--- config.mk ---
export PLATFORM = sky130hd
export DESIGN_NAME = press_length_led_bounce_scanner_core
export DESIGN_NICKNAME = d
export VERILOG_FILES = /design/src/rtl/plsc_pkg.sv /design/src/rtl/press_length_led_bounce_scanner_core.sv /design/src/rtl/plsc_cell.sv /design/src/rtl/plsc_ctrl.sv
export SDC_FILE = /design/constraint.sdc
export NUM_CORES = 1
export LEC_CHECK = 0
export BUFFER_PORTS_ARGS = -buffer_cell sky130_fd_sc_hd__buf_2
export CORE_ASPECT_RATIO = 1.25
export CORE_UTILIZATION = 38
export CTS_BUF_LIST = sky130_fd_sc_hd__clkbuf_4
export CTS_CLUSTER_SIZE = 25
export DETAILED_ROUTE_END_ITERATION = 8
export PLACE_DENSITY_LB_ADDON = 0.15
export SETUP_SLACK_MARGIN = 0.05
export SYNTH_ARGS = -nofsm -noshare
export SYNTH_HDL_FRONTEND = slang
export SYNTH_SLANG_ARGS = --single-unit
export TNS_END_PERCENT = 20
--- constraint.sdc ---
create_clock -name clk -period 3.63 [get_ports clk]
set_input_delay 0.5445 -clock clk [delete_from_list [all_inputs] [get_ports clk]]
set_output_delay 0.5445 -clock clk [all_outputs]
set_load 0.05 [all_outputs]
--- src/rtl/plsc_pkg.sv ---
package plsc_pkg;

	// Strip geometry.
	localparam int NUM_LEDS = 10;

	// Field and register widths.
	localparam int HOLD_W     = 16;
	localparam int STEP_W     = 8;
	localparam int MODE_W     = 2;
	localparam int CFG_IDX_W  = 1;
	localparam int CFG_DATA_W = 16;

	// Animation modes as reported on active_mode.
	localparam logic [MODE_W-1:0] MODE_IDLE   = 2'd0;
	localparam logic [MODE_W-1:0] MODE_SINGLE = 2'd1;
	localparam logic [MODE_W-1:0] MODE_DOUBLE = 2'd2;

	// Configuration register indexes.
	localparam logic [CFG_IDX_W-1:0] REG_LONG_PRESS    = 1'd0;
	localparam logic [CFG_IDX_W-1:0] REG_STEP_INTERVAL = 1'd1;

	// Register reset values.
	localparam logic [HOLD_W-1:0] LONG_PRESS_RESET    = 16'd30;
	localparam logic [STEP_W-1:0] STEP_INTERVAL_RESET = 8'd2;
	localparam logic [HOLD_W-1:0] HOLD_MAX            = {HOLD_W{1'b1}};

	// Common control broadcast from the sequencer to every LED cell.
	typedef struct packed {
		logic en;    // a tick beat is taken this cycle
		logic load;  // restart at LED 0 before any move
		logic shr;   // move toward the high end
		logic shl;   // move toward LED 0
		logic dbl;   // light the neighbor above the lit position too
	} cell_ctrl_t;

endpackage

--- src/rtl/press_length_led_bounce_scanner_core.sv ---
// Button-driven bounce scanner for a strip of plsc_pkg::NUM_LEDS LEDs.
//
// The input channel (in_valid / in_ready / button_level) carries one beat per
// tick with the sampled button level. Every accepted beat yields exactly one
// result beat on the output channel (out_valid / out_ready) holding the LED
// pattern and the mode that hold after that tick.
//
// An accepted beat is registered in the main output register, or in the skid
// register while the receiver stalls. One beat per cycle is taken while in_ready
// is high; the tick update is a single pass through the sequencer and LED cells.
// A two-entry output stage (main register plus skid register) parts the two
// sides, so in_ready stays high while one finished result waits. in_ready
// drops only once both entries hold results the receiver has not taken.
//
// Reset clears the button history, the hold counter and the step counter,
// sets the mode to idle with the direction set to right and no cell holding the spot, and empties
// the output stage. The long-press threshold returns to 30 ticks and the
// step interval to 2 ticks. The configuration port writes a register at any
// edge with cfg_we high; it is meant to be used while the block is idle.
module press_length_led_bounce_scanner_core (
	input  logic                               clk,
	input  logic                               arst_n,
	input  logic                               cfg_we,
	input  logic [plsc_pkg::CFG_IDX_W-1:0]     cfg_index,
	input  logic [plsc_pkg::CFG_DATA_W-1:0]    cfg_data,
	input  logic                               in_valid,
	output logic                               in_ready,
	input  logic                               button_level,
	output logic                               out_valid,
	input  logic                               out_ready,
	output logic [plsc_pkg::NUM_LEDS-1:0]      led_pattern,
	output logic [plsc_pkg::MODE_W-1:0]        active_mode
);

	// Configuration registers.
	logic [plsc_pkg::HOLD_W-1:0] long_press_q;
	logic [plsc_pkg::STEP_W-1:0] interval_q;

	always_ff @(posedge clk or negedge arst_n) begin
		if (!arst_n) begin
			long_press_q <= plsc_pkg::LONG_PRESS_RESET;
			interval_q   <= plsc_pkg::STEP_INTERVAL_RESET;
		end else if (cfg_we) begin
			case (cfg_index)
				plsc_pkg::REG_LONG_PRESS: begin
					long_press_q <= cfg_data;
				end
				plsc_pkg::REG_STEP_INTERVAL: begin
					interval_q <= cfg_data[plsc_pkg::STEP_W-1:0];
				end
				default: begin
				end
			endcase
		end
	end

	// A tick is taken whenever the skid entry is free.
	logic accept;
	logic skid_valid_q;

	assign in_ready = ~skid_valid_q;
	assign accept   = in_valid & in_ready;

	// Sequencer: button edges, mode choice and step timing.
	plsc_pkg::cell_ctrl_t          cell_ctrl;
	logic [plsc_pkg::MODE_W-1:0]   mode_next;
	logic [plsc_pkg::NUM_LEDS-1:0] lit;
	logic [plsc_pkg::NUM_LEDS-1:0] base;
	logic [plsc_pkg::NUM_LEDS-1:0] next;
	logic [plsc_pkg::NUM_LEDS-1:0] led;

	plsc_ctrl u_ctrl (
		.clk        (clk),
		.arst_n     (arst_n),
		.en         (accept),
		.button     (button_level),
		.lit        (lit),
		.long_press (long_press_q),
		.interval   (interval_q),
		.cell_ctrl  (cell_ctrl),
		.mode_next  (mode_next)
	);

	// Row of LED cells. The lit spot is one-hot across the row; a move right
	// takes the bit from the lower neighbor, a move left from the upper one.
	// Each cell also lights itself when double mode has the spot just below.
	for (genvar i = 0; i < plsc_pkg::NUM_LEDS; i++) begin : g_cell
		logic lower_base;
		logic upper_base;
		logic lower_next;

		if (i == 0) begin : g_low_end
			assign lower_base = 1'b0;
			assign lower_next = 1'b0;
		end else begin : g_low_mid
			assign lower_base = base[i-1];
			assign lower_next = next[i-1];
		end

		if (i == plsc_pkg::NUM_LEDS - 1) begin : g_high_end
			assign upper_base = 1'b0;
		end else begin : g_high_mid
			assign upper_base = base[i+1];
		end

		plsc_cell u_cell (
			.clk        (clk),
			.arst_n     (arst_n),
			.ctrl       (cell_ctrl),
			.init_bit   (1'(i == 0)),
			.lower_base (lower_base),
			.upper_base (upper_base),
			.lower_next (lower_next),
			.lit_bit    (lit[i]),
			.base_bit   (base[i]),
			.next_bit   (next[i]),
			.led_bit    (led[i])
		);
	end

	// The strip is dark until the first release picks a mode.
	logic [plsc_pkg::NUM_LEDS-1:0] pattern_new;

	assign pattern_new = (mode_next == plsc_pkg::MODE_IDLE) ? '0 : led;

	// Output stage: main register toward the receiver and a skid register
	// that catches one result while the receiver stalls.
	logic                          out_valid_q;
	logic [plsc_pkg::NUM_LEDS-1:0] out_pattern_q;
	logic [plsc_pkg::MODE_W-1:0]   out_mode_q;
	logic [plsc_pkg::NUM_LEDS-1:0] skid_pattern_q;
	logic [plsc_pkg::MODE_W-1:0]   skid_mode_q;

	always_ff @(posedge clk or negedge arst_n) begin
		if (!arst_n) begin
			out_valid_q  <= 1'b0;
			skid_valid_q <= 1'b0;
		end else if (!out_valid_q || out_ready) begin
			out_valid_q  <= skid_valid_q | accept;
			skid_valid_q <= 1'b0;
		end else if (accept) begin
			skid_valid_q <= 1'b1;
		end
	end

	always_ff @(posedge clk) begin
		if (!out_valid_q || out_ready) begin
			if (skid_valid_q) begin
				out_pattern_q <= skid_pattern_q;
				out_mode_q    <= skid_mode_q;
			end else if (accept) begin
				out_pattern_q <= pattern_new;
				out_mode_q    <= mode_next;
			end
		end else if (accept) begin
			skid_pattern_q <= pattern_new;
			skid_mode_q    <= mode_next;
		end
	end

	assign out_valid   = out_valid_q;
	assign led_pattern = out_pattern_q;
	assign active_mode = out_mode_q;

endmodule

--- src/rtl/plsc_cell.sv ---
// One LED position of the scanner: holds whether the lit spot sits here and
// passes it to a neighbor when the spot moves.
module plsc_cell (
	input  logic                 clk,
	input  logic                 arst_n,
	input  plsc_pkg::cell_ctrl_t ctrl,
	input  logic                 init_bit,
	input  logic                 lower_base,
	input  logic                 upper_base,
	input  logic                 lower_next,
	output logic                 lit_bit,
	output logic                 base_bit,
	output logic                 next_bit,
	output logic                 led_bit
);

	logic lit_q;

	assign lit_bit  = lit_q;
	assign base_bit = ctrl.load ? init_bit : lit_q;
	assign next_bit = ctrl.shr ? lower_base : (ctrl.shl ? upper_base : base_bit);
	assign led_bit  = next_bit | (ctrl.dbl & lower_next);

	always_ff @(posedge clk or negedge arst_n) begin
		if (!arst_n) begin
			lit_q <= 1'b0;
		end else if (ctrl.en) begin
			lit_q <= next_bit;
		end
	end

endmodule

--- src/rtl/plsc_ctrl.sv ---
// Button tracking, mode choice and step timing for the cell row.
module plsc_ctrl (
	input  logic                                     clk,
	input  logic                                     arst_n,
	input  logic                                     en,
	input  logic                                     button,
	input  logic [plsc_pkg::NUM_LEDS-1:0]            lit,
	input  logic [plsc_pkg::HOLD_W-1:0]              long_press,
	input  logic [plsc_pkg::STEP_W-1:0]              interval,
	output plsc_pkg::cell_ctrl_t                     cell_ctrl,
	output logic [plsc_pkg::MODE_W-1:0]              mode_next
);

	logic                          prev_q;
	logic                          right_q;
	logic [plsc_pkg::HOLD_W-1:0]   hold_q;
	logic [plsc_pkg::STEP_W-1:0]   step_q;
	logic [plsc_pkg::MODE_W-1:0]   mode_q;

	logic                          press;
	logic                          release_edge;
	logic [plsc_pkg::HOLD_W-1:0]   hold_next;
	logic                          right_base;
	logic                          right_next;
	logic [plsc_pkg::STEP_W-1:0]   step_inc;
	logic [plsc_pkg::STEP_W-1:0]   step_next;
	logic                          do_step;
	logic                          at_limit;
	logic                          at_zero;

	always_comb begin
		press        = button & ~prev_q;
		release_edge = ~button & prev_q;

		if (press) begin
			hold_next = plsc_pkg::HOLD_W'(1);
		end else if (button && hold_q != plsc_pkg::HOLD_MAX) begin
			hold_next = hold_q + plsc_pkg::HOLD_W'(1);
		end else begin
			hold_next = hold_q;
		end

		if (release_edge) begin
			mode_next = (hold_q >= long_press) ? plsc_pkg::MODE_DOUBLE : plsc_pkg::MODE_SINGLE;
		end else begin
			mode_next = mode_q;
		end

		right_base = release_edge ? 1'b1 : right_q;
		step_inc   = (release_edge ? '0 : step_q) + plsc_pkg::STEP_W'(1);
		do_step    = (mode_next != plsc_pkg::MODE_IDLE) && (step_inc >= interval);

		// On a release the spot restarts at LED 0, which is never the right end.
		if (release_edge) begin
			at_limit = 1'b0;
			at_zero  = 1'b1;
		end else begin
			at_limit = (mode_next == plsc_pkg::MODE_DOUBLE) ? lit[plsc_pkg::NUM_LEDS-2]
			                                                : lit[plsc_pkg::NUM_LEDS-1];
			at_zero  = lit[0];
		end

		cell_ctrl.en   = en;
		cell_ctrl.load = release_edge;
		cell_ctrl.shr  = do_step & right_base & ~at_limit;
		cell_ctrl.shl  = do_step & ~right_base & ~at_zero;
		cell_ctrl.dbl  = (mode_next == plsc_pkg::MODE_DOUBLE);

		// Turning around at an end takes a whole step without a move.
		if (do_step && right_base && at_limit) begin
			right_next = 1'b0;
		end else if (do_step && !right_base && at_zero) begin
			right_next = 1'b1;
		end else begin
			right_next = right_base;
		end

		if (mode_next == plsc_pkg::MODE_IDLE) begin
			step_next = step_q;
		end else if (do_step) begin
			step_next = '0;
		end else begin
			step_next = step_inc;
		end
	end

	always_ff @(posedge clk or negedge arst_n) begin
		if (!arst_n) begin
			prev_q  <= 1'b0;
			right_q <= 1'b1;
			hold_q  <= '0;
			step_q  <= '0;
			mode_q  <= plsc_pkg::MODE_IDLE;
		end else if (en) begin
			prev_q  <= button;
			right_q <= right_next;
			hold_q  <= hold_next;
			step_q  <= step_next;
			mode_q  <= mode_next;
		end
	end

endmodule

### Word-level counts from Yosys, hierarchy flattened

Index checks and enable logic that the tools add are counted.

* flip-flop bits (word level): 88
* output and inout port bits: 14
* word-level logic and storage cells: 132

* $add $sub $neg: 2
* magnitude comparators: 2
* equality and inequality tests: 2
* muxes and demuxes: 48
* bitwise gates (word level): 35
* reduce and logical (&&, ||, !) cells: 20

Operator list (count)
* $mux 1: 37
* $mux 16: 2
* $mux 10: 3
* $add 16x1->16 const B: 1
* $and 1x1->1: 16
* $ge 16x16->1: 1
* $mux 8: 2
* $ne 16x16->1 const B: 1
* $reduce_and 2->1: 6
* $or 1x1->1: 10
* $not 1->1: 9
* $add 8x1->8 const B: 1
* $ge 8x8->1: 1
* $mux 2: 4
* $reduce_bool 2->1: 4
* $logic_and 1x1->1: 6
* $eq 2x2->1 const B: 1
* $logic_not 1->1: 2
* $logic_not 2->1: 1
* $logic_or 1x1->1: 1

### Logic depth before layout (Yosys ltp)

Gate-level depths: netlist of run 1.

* word-level depth: 15
* depth in mapped cells: 18
* gate-level depth less buffers: 15

### Cells and area by module

Synthesis of run 1 repeated with hierarchy kept, for this count alone.

* cells, all modules: 468
* area, all modules: 5193.7 um^2

By module, submodules not included
* plsc_ctrl: times used 1, cells an instance 263, area an instance 2190.9 um^2, sequential area each 701.9 um^2
* press_length_led_bounce_scanner_core: times used 1, cells an instance 135, area an instance 1989.4 um^2, sequential area each 1377.6 um^2
* plsc_cell: times used 10, cells an instance 7, area an instance 101.3 um^2, sequential area each 25.0 um^2

### Worst setup path after synthesis of run 1

OpenSTA, ideal clock, no wires.

* kind: input port to flip-flop
* start: input button_level
* end: register out_pattern_q (netlist bit led_pattern[0]), data pin
* arrival time: 3.259 ns
* required time: 3.370 ns
* slack: 0.110 ns
* cell stages on the path: 16
* buffers on the path: 2
* cell sequence: or2b_1 clkbuf_1 and2_1 ha_1 nand3_1 xor2_1 nor2_1 ha_1 nand2_1 o21a_1 o31a_1 buf_6 o32ai_1 a221oi_2 and2_1 mux2_2

* word-level cells in the longest chain between the ends: 13
* elaborated cells on any way between the ends: 27
* those cells by class: 1 x add/sub; 1 x order compare; 1 x eq/ne; 12 x mux; 9 x bitwise; 3 x reduce/logical

RTL lines
* from (decl): RTL line press_length_led_bounce_scanner_core.sv:28 `input logic button_level,`
* $not 1->1 *: RTL line plsc_ctrl.sv:33 `release_edge = ~button & prev_q;`
* $and 1x1->1 *: RTL line plsc_ctrl.sv:33
* $mux 8: RTL line plsc_ctrl.sv:50 `step_inc = (release_edge ? '0 : step_q) + plsc_pkg::STEP_W'(1);`
* $add 8x1->8: RTL line plsc_ctrl.sv:50
* $ge 8x8->1: RTL line plsc_ctrl.sv:51 `do_step = (mode_next != plsc_pkg::MODE_IDLE) && (step_inc >= interval);`
* $logic_and 1x1->1: RTL line plsc_ctrl.sv:51
* $and 1x1->1 (2 in series): RTL line plsc_ctrl.sv:66 `cell_ctrl.shl = do_step & ~right_base & ~at_zero;`
* $mux 1 (2 in series): RTL line plsc_cell.sv:21 `assign next_bit = ctrl.shr ? lower_base : (ctrl.shl ? upper_base : base_bit);`
* $mux 10 *: RTL line press_length_led_bounce_scanner_core.sv:124 `assign pattern_new = (mode_next == plsc_pkg::MODE_IDLE) ? '0 : led;`
* named net pattern_new, one bit: RTL line press_length_led_bounce_scanner_core.sv:122 `logic [plsc_pkg::NUM_LEDS-1:0] pattern_new;`
* $mux 10 *: RTL line press_length_led_bounce_scanner_core.sv:151 `end else if (accept) begin`
* $mux 10 *: RTL line press_length_led_bounce_scanner_core.sv:148 `if (skid_valid_q) begin`
* to (signal assigned): RTL line press_length_led_bounce_scanner_core.sv:149 `out_pattern_q <= skid_pattern_q;`
* to (signal assigned): RTL line press_length_led_bounce_scanner_core.sv:152 `out_pattern_q <= pattern_new;`
* to (decl): RTL line press_length_led_bounce_scanner_core.sv:129 `logic [plsc_pkg::NUM_LEDS-1:0] out_pattern_q;`

The timed path passes the listed nets; every way through them passes the cells marked *. The select of a mux whose other input is x is not followed.
A chain may end at the register's enable or synchronous reset.

### Worst setup path after layout of run 1

* start: register u_ctrl.prev_q
* end: register out_pattern_q (netlist bit led_pattern[8]), data pin

* word-level cells in the longest chain between the ends: 14
* elaborated cells on any way between the ends: 33
* those cells by class: 1 x add/sub; 1 x order compare; 1 x eq/ne; 17 x mux; 10 x bitwise; 3 x reduce/logical

RTL lines
* from (decl): RTL line plsc_ctrl.sv:14 `logic prev_q;`
* from (signal assigned): RTL line plsc_ctrl.sv:95 `prev_q <= button;`
* $and 1x1->1 *: RTL line plsc_ctrl.sv:33
* $mux 8: RTL line plsc_ctrl.sv:50
* $add 8x1->8: RTL line plsc_ctrl.sv:50
* $ge 8x8->1: RTL line plsc_ctrl.sv:51
* $logic_and 1x1->1: RTL line plsc_ctrl.sv:51
* $and 1x1->1 (2 in series): RTL line plsc_ctrl.sv:66
* $mux 1 (2 in series): RTL line plsc_cell.sv:21
* $and 1x1->1: RTL line plsc_cell.sv:22 `assign led_bit = next_bit | (ctrl.dbl & lower_next);`
* $or 1x1->1: RTL line plsc_cell.sv:22
* $mux 10 *: RTL line press_length_led_bounce_scanner_core.sv:124
* $mux 10 *: RTL line press_length_led_bounce_scanner_core.sv:151
* $mux 10 *: RTL line press_length_led_bounce_scanner_core.sv:148

Mark *: on every way between the ends. The rest lies on a longest branch, timed or not. The select of a mux whose other input is x is not followed.

==> results of run 1 <==
cells by family (layout without fill, tap and decap cells):
family                     Yosys count  after routing  synth area share [%]
and+or+nand+nor                    165            165                  17.0
buffers and inverters               47            116                  4.24
muxes                               13             13                  3.07
xor gates and xnor gates            19             19                  3.46
DFF                                 88             88                  48.5
AOI/OAI and AO/OA                  112            112                  17.0
adders and majority gates           26             26                  6.77
flip-flops by register name, summed over array words and instances, names as in the netlist:
name	cells
active_mode	2
g_cell.u_cell.lit_bit	10
interval_q	8
led_pattern	10
long_press_q	16
out_valid	1
skid_mode_q	2
skid_pattern_q	10
skid_valid_q	1
u_ctrl.hold_q	16
u_ctrl.mode_q	2
u_ctrl.prev_q	1
u_ctrl.right_q	1
u_ctrl.step_q	8
routing by layer:
layer / track usage (%) / vias up
met4: 7.56 / 0
met3: 2.13 / 17
met2: 32.2 / 61
li1: - / 1819
met1: 23.9 / 1841
met5: 0 / -
what timing repair did:
action | 4_1_cts | 5_1_grt
hold buffers | 0 | 0
endpoints found under the setup margin | 0 | 13
buffers inserted | 0 | 1
resized for setup | 0 | 13
how the worst max path moves through the flow:
stage	start	endpoint	slack, ns	cells after the start
after global routing	u_ctrl.prev_q	led_pattern[9]	0.02	15
final	u_ctrl.prev_q	led_pattern[8]	0.21	14
after CTS	u_ctrl.prev_q	led_pattern[9]	0.05	14
after global placement	button_level	led_pattern[9]	-0.19	15
after floorplan	button_level	led_pattern[0]	0.11	16
after detailed placement	button_level	led_pattern[9]	-0.21	15
power by group:
part	switching [mW]	internal, mW
registers	0.124	1.17
logic	0.511	0.387
clock network	0.344	0.150
layout make-up:
class / count / area, sq um / area share (%)
multi-input cells: 335 / 2340 / 42.2
flip-flops and latches: 88 / 2330 / 42.0
repair buffers: 71 / 455 / 8.21
well taps: 164 / 205 / 3.70
inverters: 29 / 109 / 1.96
clock buffers: 11 / 82.6 / 1.49
clock inverters: 5 / 23.8 / 0.429
cell usage after synthesis (all sizes together), types with 8 or more instances:
cell    count
buf         8
a21oi      21
dfrtp      58
mux2       11
a22o       13
nor4        9
o21ai      34
nand2      55
edfxtp     24
a31oi       9
nand3      23
clkbuf     10
o31ai      10
nor2       42
inv        28
xor2       14
ha         26
critical path, delay by kind of cell (launching register included):
family | cells | cell delay (ns)
compound gates | 5 | 1.06
xor+xnor | 1 | 0.16
simple gates | 5 | 1.02
fa+ha+maj | 2 | 0.46
flops | 1 | 0.37
buf+inv | 1 | 0.18
==> summary.md, run 1 <==
| Metric | Value |
|---|---|
| Status | `finished clean` |
| Tmin final | `3.42 ns` |
| Post-synth EDFFs | `24` |
| Cell at the slowest stage of the critical path | `or3_1` |
| Die Y-Extent | `128 um` |
| Fin Clk Skew | `0.0268 ns` |
| Cell Area, Synth | `4810 sq um` |
| Setup WS pre-CTS | `-0.208 ns` |
| Nature of the critical path startpoint | `flip-flop` |
| Worst Path Required | `3.92 ns` |
| All-Layer GR Usage | `18.8%` |
| Ys Warns | `0` |
| Avg Vias per Cell | `5.32` |
| Crit path DAT | `3.71 ns` |
| Clock Path Buffers | `2` |
| Initial antenna violation count | `0` |
| MaxCap Viol Count | `0` |
| Layout net count | `583` |
| LEAKAGE | `2.43 nW` |
| Slew @ Worst Pin | `1.07 ns` |
| Fill cells | `1174` |
| Post-layout util | `45.4%` |
| Final Hold Fails | `0` |
| Slowest stage delay, CP | `0.38 ns` |
| Worst Hold Slack | `0.0672 ns` |
| CP Max Fanout | `7` |
| Post-synthesis sequential area ratio | `48.5%` |
| Clk sinks | `88` |
| #FFs+latches synth | `88` |
| Most frequent cells in the layout | `dfrtp_1, nand2_1, nor2_1` |
| Register clock-pin slew on the reported worst setup and hold paths | `0.15 ns` |
| RSZ-0062 raised after global routing | `false` |
| WL met1 | `4910 um` |
| Setup crit end kind | `flip-flop` |
| Root Driver | `clkbuf_4` |
| Fin area | `5550 sq um` |
| Worst r2r path cells | `14` |
| Fmax | `293 MHz` |
| Placeable Area | `12200 sq um` |
| P per Cell Area | `485 nW/um^2` |
| Grt ovf | `0` |
| Most common flop cell mapped by yosys | `dfrtp_1` |
| Largest net degree at the start of global routing | `43` |
| CTS tree | `done` |
| Worst Path Class, Setup | `reg2reg` |
| Met2 wire length | `5840 um` |
| Initial DRC count | `158` |
| Layout cells sized above 1 | `25.4%` |
| Clock Latency Late Sink | `0.46 ns` |
| Layout area overhead | `15.4%` |
| Post-synthesis cell count | `470` |
| Vias | `3738` |
| IO Pins | `37` |
| Vias in the first global route | `3660` |
| Starting Density | `39.3%` |
| Cell Chain, Critical Path | `or2b_1 -> and2_1 -> ha_4 -> nand3_1 -> xor2_1 -> nor2_1 -> ha_1 -> o211ai_1 -> o31a_1 -> or3_1 -> buf_4 -> a31oi_2 -> a21oi_2 -> o31ai_2` |
| Top layer reached by signal wires | `met4` |
| Worst R2R End | `led_pattern[8]` |
| Final Cycle Share | `94.1%` |
| Placed Area | `5370 sq um` |
| Slew margin rel. | `28.3%` |
| Placer congestion estimate | `0.848` |
| Yosys cell types | `61` |
| Syn avg cell area | `10.2 sq um` |
| HP Class | `in2async` |
| Post-synth top area share | `30.2%` |
| Met3 routed WL | `256 um` |
| Overall power | `2.69 mW` |
| DRT Pass-1 Iters | `4` |
| Ant. Diodes | `0` |
| Row count | `45` |
| Placed Instances | `686` |
| Ys async rst share | `72.7%` |
| Most common cell after layout, fill and taps aside | `dfrtp_1` |
| Worst Slack Setup Final | `0.214 ns` |
| RR Startpoint | `u_ctrl.prev_q` |
| Finish-stage setup viols | `0` |
| Post-DRT Antenna Nets | `0` |
| DRC viols | `0` |
| IO Port Bufs | `36` |
| Slew Viols, Final | `0` |
| Register-to-register setup slack | `0.21 ns` |
| Fin cells | `703` |
| WL final | `11200 um` |
| Post-DP HPWL | `8210 um` |
| H-Tree Depth | `3` |
| Cell taking the most area after synthesis | `dfrtp_1` |
| Setup TNS Final | `0 ns` |
| Avg WL per Cell | `16.0 um` |
| TritonCTS Buffers | `9` |
| Total die area | `13100 sq um` |
| Die Wd | `103 um` |
| Syn_nets | `519` |
| Top cells by area, synth | `dfrtp_1, edfxtp_1, ha_1` |
| First-pass GRT wire length | `18800 um` |
| Max rail drop VDD | `0.000181 V` |
Note: power is estimated with default switching activity, not from simulation.
==> inputs of run 2 (changes only) <==
--- a/config.mk
+++ b/config.mk
@@ -5,6 +5,7 @@
 export SDC_FILE = /design/constraint.sdc
 export NUM_CORES = 1
 export LEC_CHECK = 0
+export ABC_AREA = 1
 export BUFFER_PORTS_ARGS = -buffer_cell sky130_fd_sc_hd__buf_2
 export CORE_ASPECT_RATIO = 1.25
 export CORE_UTILIZATION = 38
==> summary.md, run 2 <==
| Metric | Value |
|---|---|
| H-Tree Depth | `3 (unchanged)` |
| MaxCap Viol Count | `0 (unchanged)` |
| LEAKAGE | `2.75 nW (was 2.43 nW)` |
| Slew @ Worst Pin | `0.995 ns (was 1.07 ns)` |
| Final Cycle Share | `90.0% (was 94.1%)` |
| WP buf/inv | `3 (was 1)` |
| Most common cell after layout, fill and taps aside | `nand2_1 (was dfrtp_1)` |
| Pint | `1.77 mW (was 1.71 mW)` |
| Most common flop cell mapped by yosys | `dfrtp_1 (unchanged)` |
| Biggest regs | `long_press_q (16), u_ctrl.hold_q (16) (unchanged)` |
| Total die area | `13300 sq um (was 13100 sq um)` |
| Status | `finished clean (unchanged)` |
| Die Y-Extent | `129 um (was 128 um)` |
| DRT Pass-1 Iters | `4 (unchanged)` |
| IO Pins | `37 (unchanged)` |
| Worst Path Required | `3.84 ns (was 3.92 ns)` |
| Post-synth top area share | `29.7% (was 30.2%)` |
| Starting Density | `39.7% (was 39.3%)` |
| Tmin final | `3.27 ns (was 3.42 ns)` |
| Cell Area, Synth | `4890 sq um (was 4810 sq um)` |
| Placer congestion estimate | `0.877 (was 0.848)` |
| Largest net degree at the start of global routing | `35 (was 43)` |
| Max rail drop VDD | `0.000184 V (was 0.000181 V)` |
| All-Layer GR Usage | `17.3% (was 18.8%)` |
| Switching share of power | `40.2% (was 36.4%)` |
| Row count | `45 (unchanged)` |
| Fill cells | `1251 (was 1174)` |
| Clk network pwr share | `16.1% (was 18.4%)` |
| Fin Clk Skew | `0.0153 ns (was 0.0268 ns)` |
| IO Port Bufs | `36 (unchanged)` |
| Layout net count | `690 (was 583)` |
| Avg Vias per Cell | `4.83 (was 5.32)` |
| Avg WL per Cell | `12.8 um (was 16.0 um)` |
| Placeable Area | `12300 sq um (was 12200 sq um)` |
| Die Wd | `103 um (about the same)` |
| Cell family with most CP delay | `simple AND/OR/NAND/NOR gates (was compound AO/OA/AOI/OAI gates)` |
| Top cells by count, synth | `nand2_1, inv_1, dfrtp_1, nand3_1, nor2_1 (was dfrtp_1, nand2_1, nor2_1, inv_1, o21ai_0)` |
| Vias | `3916 (was 3738)` |
| Post-DRT Antenna Nets | `0 (unchanged)` |
| Most frequent cells in the layout | `nand2_1, inv_1, dfrtp_1 (was dfrtp_1, nand2_1, nor2_1)` |
| Syn_nets | `643 (was 519)` |
| Layout area overhead | `11.7% (was 15.4%)` |
| Critical Path Most Common Cell | `nand2_1` |
| CTS tree | `done (unchanged)` |
| Count leader, synth | `nand2_1 (was dfrtp_1)` |
| Clock Latency Late Sink | `0.44 ns (was 0.46 ns)` |
| Yosys cell types | `42 (was 61)` |
| Post-synth EDFFs | `24 (unchanged)` |
| TritonCTS Buffers | `9 (unchanged)` |
| Fmax | `306 MHz (was 293 MHz)` |
| Post-DP HPWL | `7860 um (was 8210 um)` |
| Combinational share of power | `38.9% (was 33.4%)` |
| Cell taking the most area after synthesis | `dfrtp_1 (unchanged)` |
| Worst Slack Setup Final | `0.362 ns (was 0.214 ns)` |
| Cell Chain, Critical Path | `inv_4 -> nor2_8 -> nor2_4 -> nand3_1 -> nor2_1 -> inv_1 -> nor2_1 -> nand3_1 -> o21ai_0 -> ha_1 -> a21oi_1 -> o21a_1 -> nand3_2 -> nand2_4 -> nor2_4 -> nand2_4 -> buf_4 -> o21ai_2 -> nand2_1 -> nand2_1 -> nand2_1 -> nand2_1 -> nand3_1 -> nand2_1 (was or2b_1 -> and2_1 -> ha_4 -> nand3_1 -> xor2_1 -> nor2_1 -> ha_1 -> o211ai_1 -> o31a_1 -> or3_1 -> buf_4 -> a31oi_2 -> a21oi_2 -> o31ai_2)` |
| Placed Area | `5300 sq um (was 5370 sq um)` |
| Initial DRC count | `164 (was 158)` |
| RSZ-0062 raised after global routing | `false (unchanged)` |
| Worst Path Class, Setup | `reg2reg (unchanged)` |
| Slowest stage delay, CP | `0.45 ns (was 0.38 ns)` |
| Nature of the critical path startpoint | `flip-flop (unchanged)` |
| Post-synthesis cell count | `594 (was 470)` |
| Finish-stage setup viols | `0 (unchanged)` |
| Setup crit end kind | `flip-flop (unchanged)` |
| Layout cells sized above 1 | `16.1% (was 25.4%)` |
| Register clock-pin slew on the reported worst setup and hold paths | `0.14 ns (was 0.15 ns)` |
| DRC viols | `0 (unchanged)` |
| HP Class | `in2async (unchanged)` |
| Ys Warns | `0 (unchanged)` |
| Setup WS pre-CTS | `0.00516 ns (was -0.208 ns)` |
| Vias in the first global route | `3965 (was 3660)` |
| Top cells by area, synth | `dfrtp_1, edfxtp_1, nand2_1 (was dfrtp_1, edfxtp_1, ha_1)` |
| Post-synthesis sequential area ratio | `47.6% (was 48.5%)` |
| Final Hold Fails | `0 (unchanged)` |
| Fin area | `5460 sq um (was 5550 sq um)` |
| Cell at the slowest stage of the critical path | `dfrtp_1 (was or3_1)` |
| Net switching power | `1.19 mW (was 0.979 mW)` |
| Register Area | `2330 sq um (unchanged)` |
| Initial antenna violation count | `1 (was 0)` |
| Setup TNS Final | `0 ns (unchanged)` |
| Crit path DAT | `3.48 ns (was 3.71 ns)` |
| P per Cell Area | `543 nW/um^2 (was 485 nW/um^2)` |
| Root Driver | `clkbuf_4 (unchanged)` |
| Clock Path Buffers | `2 (unchanged)` |
| CP Max Fanout | `10 (was 7)` |
| Clk sinks | `88 (unchanged)` |
| CTS Hold Bufs | `0 (unchanged)` |
| #FFs+latches synth | `88 (unchanged)` |
| WL final | `10400 um (was 11200 um)` |
| Slew margin rel. | `33.4% (was 28.3%)` |
| Sequential Power Share | `45.0% (was 48.2%)` |
| Multi-input combinational cell area | `2180 sq um (was 2340 sq um)` |
| Ys async rst share | `72.7% (unchanged)` |
| Syn avg cell area | `8.23 sq um (was 10.2 sq um)` |
| First-pass GRT wire length | `17800 um (was 18800 um)` |
| Grt ovf | `0 (unchanged)` |
| Slew Viols, Final | `0 (unchanged)` |
-- run 2: cell types whose count changed in the layout (fill, tap and decap cells not counted), moves of 11 or more --
cell / delta
a21oi_1: +15
a22o_1: -13
buf_4: -22
inv_1: +58
mux2_2: -11
nand2_1: +101
nand3_1: +22
o21ai_0: +14
xor2_1: -12
-- run 2: final timing paths --
kind / start / to / slack (ns) / depth (start not counted)
worst max-delay path: u_ctrl.prev_q / led_pattern[8] / 0.36 / 24
worst min-delay path: arst_n / u_ctrl.hold_q[4] / 0.19 / 1
worst max register to register: u_ctrl.prev_q / led_pattern[8] / 0.36 / 24
worst min register to register: u_ctrl.right_q / u_ctrl.right_q / 0.48 / 2
max in group asynchronous: arst_n / u_ctrl.right_q / 2.62 / 2
min in group clk: cfg_data[3] / long_press_q[3] / 0.33 / 3
-- run 2: final cells by class --
class | instances | area share (%)
flip-flops and latches | 88 | 42.6
multi-input cells | 403 | 39.9
inverters | 90 | 6.41
repair buffers | 49 | 5.31
well taps | 164 | 3.76
clock buffers | 11 | 1.51
clock inverters | 5 | 0.458
diodes | 1 | 0.0458
-- run 2: power by group through the flow --
stage / Combinational, mW / Clock [mW] / Sequential (mW)
final: 1.15 / 0.479 / 1.33
after global routing: 1.31 / 0.548 / 1.36
after CTS: 1.14 / 0.506 / 1.33
after detailed placement: 1.14 / 0 / 1.36
after global placement: 1.13 / 0 / 1.35
after floorplan: 0.766 / 0 / 1.44
-- run 2: cells by family (layout without fill, tap and decap cells) --
kind of cell             Yosys count  after routing  synth area share (%)
AO/OA/AOI/OAI                     98             98                  11.3
XOR/XNOR                           3              3                 0.537
adder cells (fa/ha/maj)           26             26                  6.65
buffers and inverters            103            155                  8.37
flip-flops                        88             88                  47.6
other                              0              1                     0
AND/OR/NAND/NOR                  276            276                  25.5
-- run 2: through the flow --
stage	std cells	hold slack [ns]	util (%)	total power [mW]
2_1_floorplan	594	0.249	-	2.21
3_3_place_gp	791	0.461	43.0	2.48
3_5_place_dp	791	0.462	43.0	2.49
4_1_cts	807	0.194	43.8	2.99
5_1_grt	811	0.197	44.3	3.22
6_report	811	0.187	44.3	2.97
-- run 2: worst reg2reg max path: stages, from the launching register on --
cell and delay [ns]:
dfrtp_1 0.45, inv_4 0.11, nor2_8 0.05, nor2_4 0.10, nand3_1 0.09, nor2_1 0.10
inv_1 0.08, nor2_1 0.09, nand3_1 0.08, o21ai_0 0.24, ha_1 0.29, a21oi_1 0.16
o21a_1 0.19, nand3_2 0.10, nand2_4 0.13, nor2_4 0.05, nand2_4 0.12, buf_4 0.14
o21ai_2 0.04, nand2_1 0.06, nand2_1 0.06, nand2_1 0.13, nand2_1 0.07, nand3_1 0.06
nand2_1 0.06
-- run 2: what timing repair did --
| action | 4_1_cts | 5_1_grt |
|---|---|---|
| setup buffers | 0 | 3 |
| endpoints found under the setup margin | 0 | 23 |
| resized for setup | 0 | 9 |
-- run 2: metal layers --
metal	vias up	track usage, %	wire, um
met3	18	3.10	250
met5	-	0	0
met4	0	7.46	229
met2	62	30.9	5440
li1	2029	-	-
met1	1807	19.9	4480
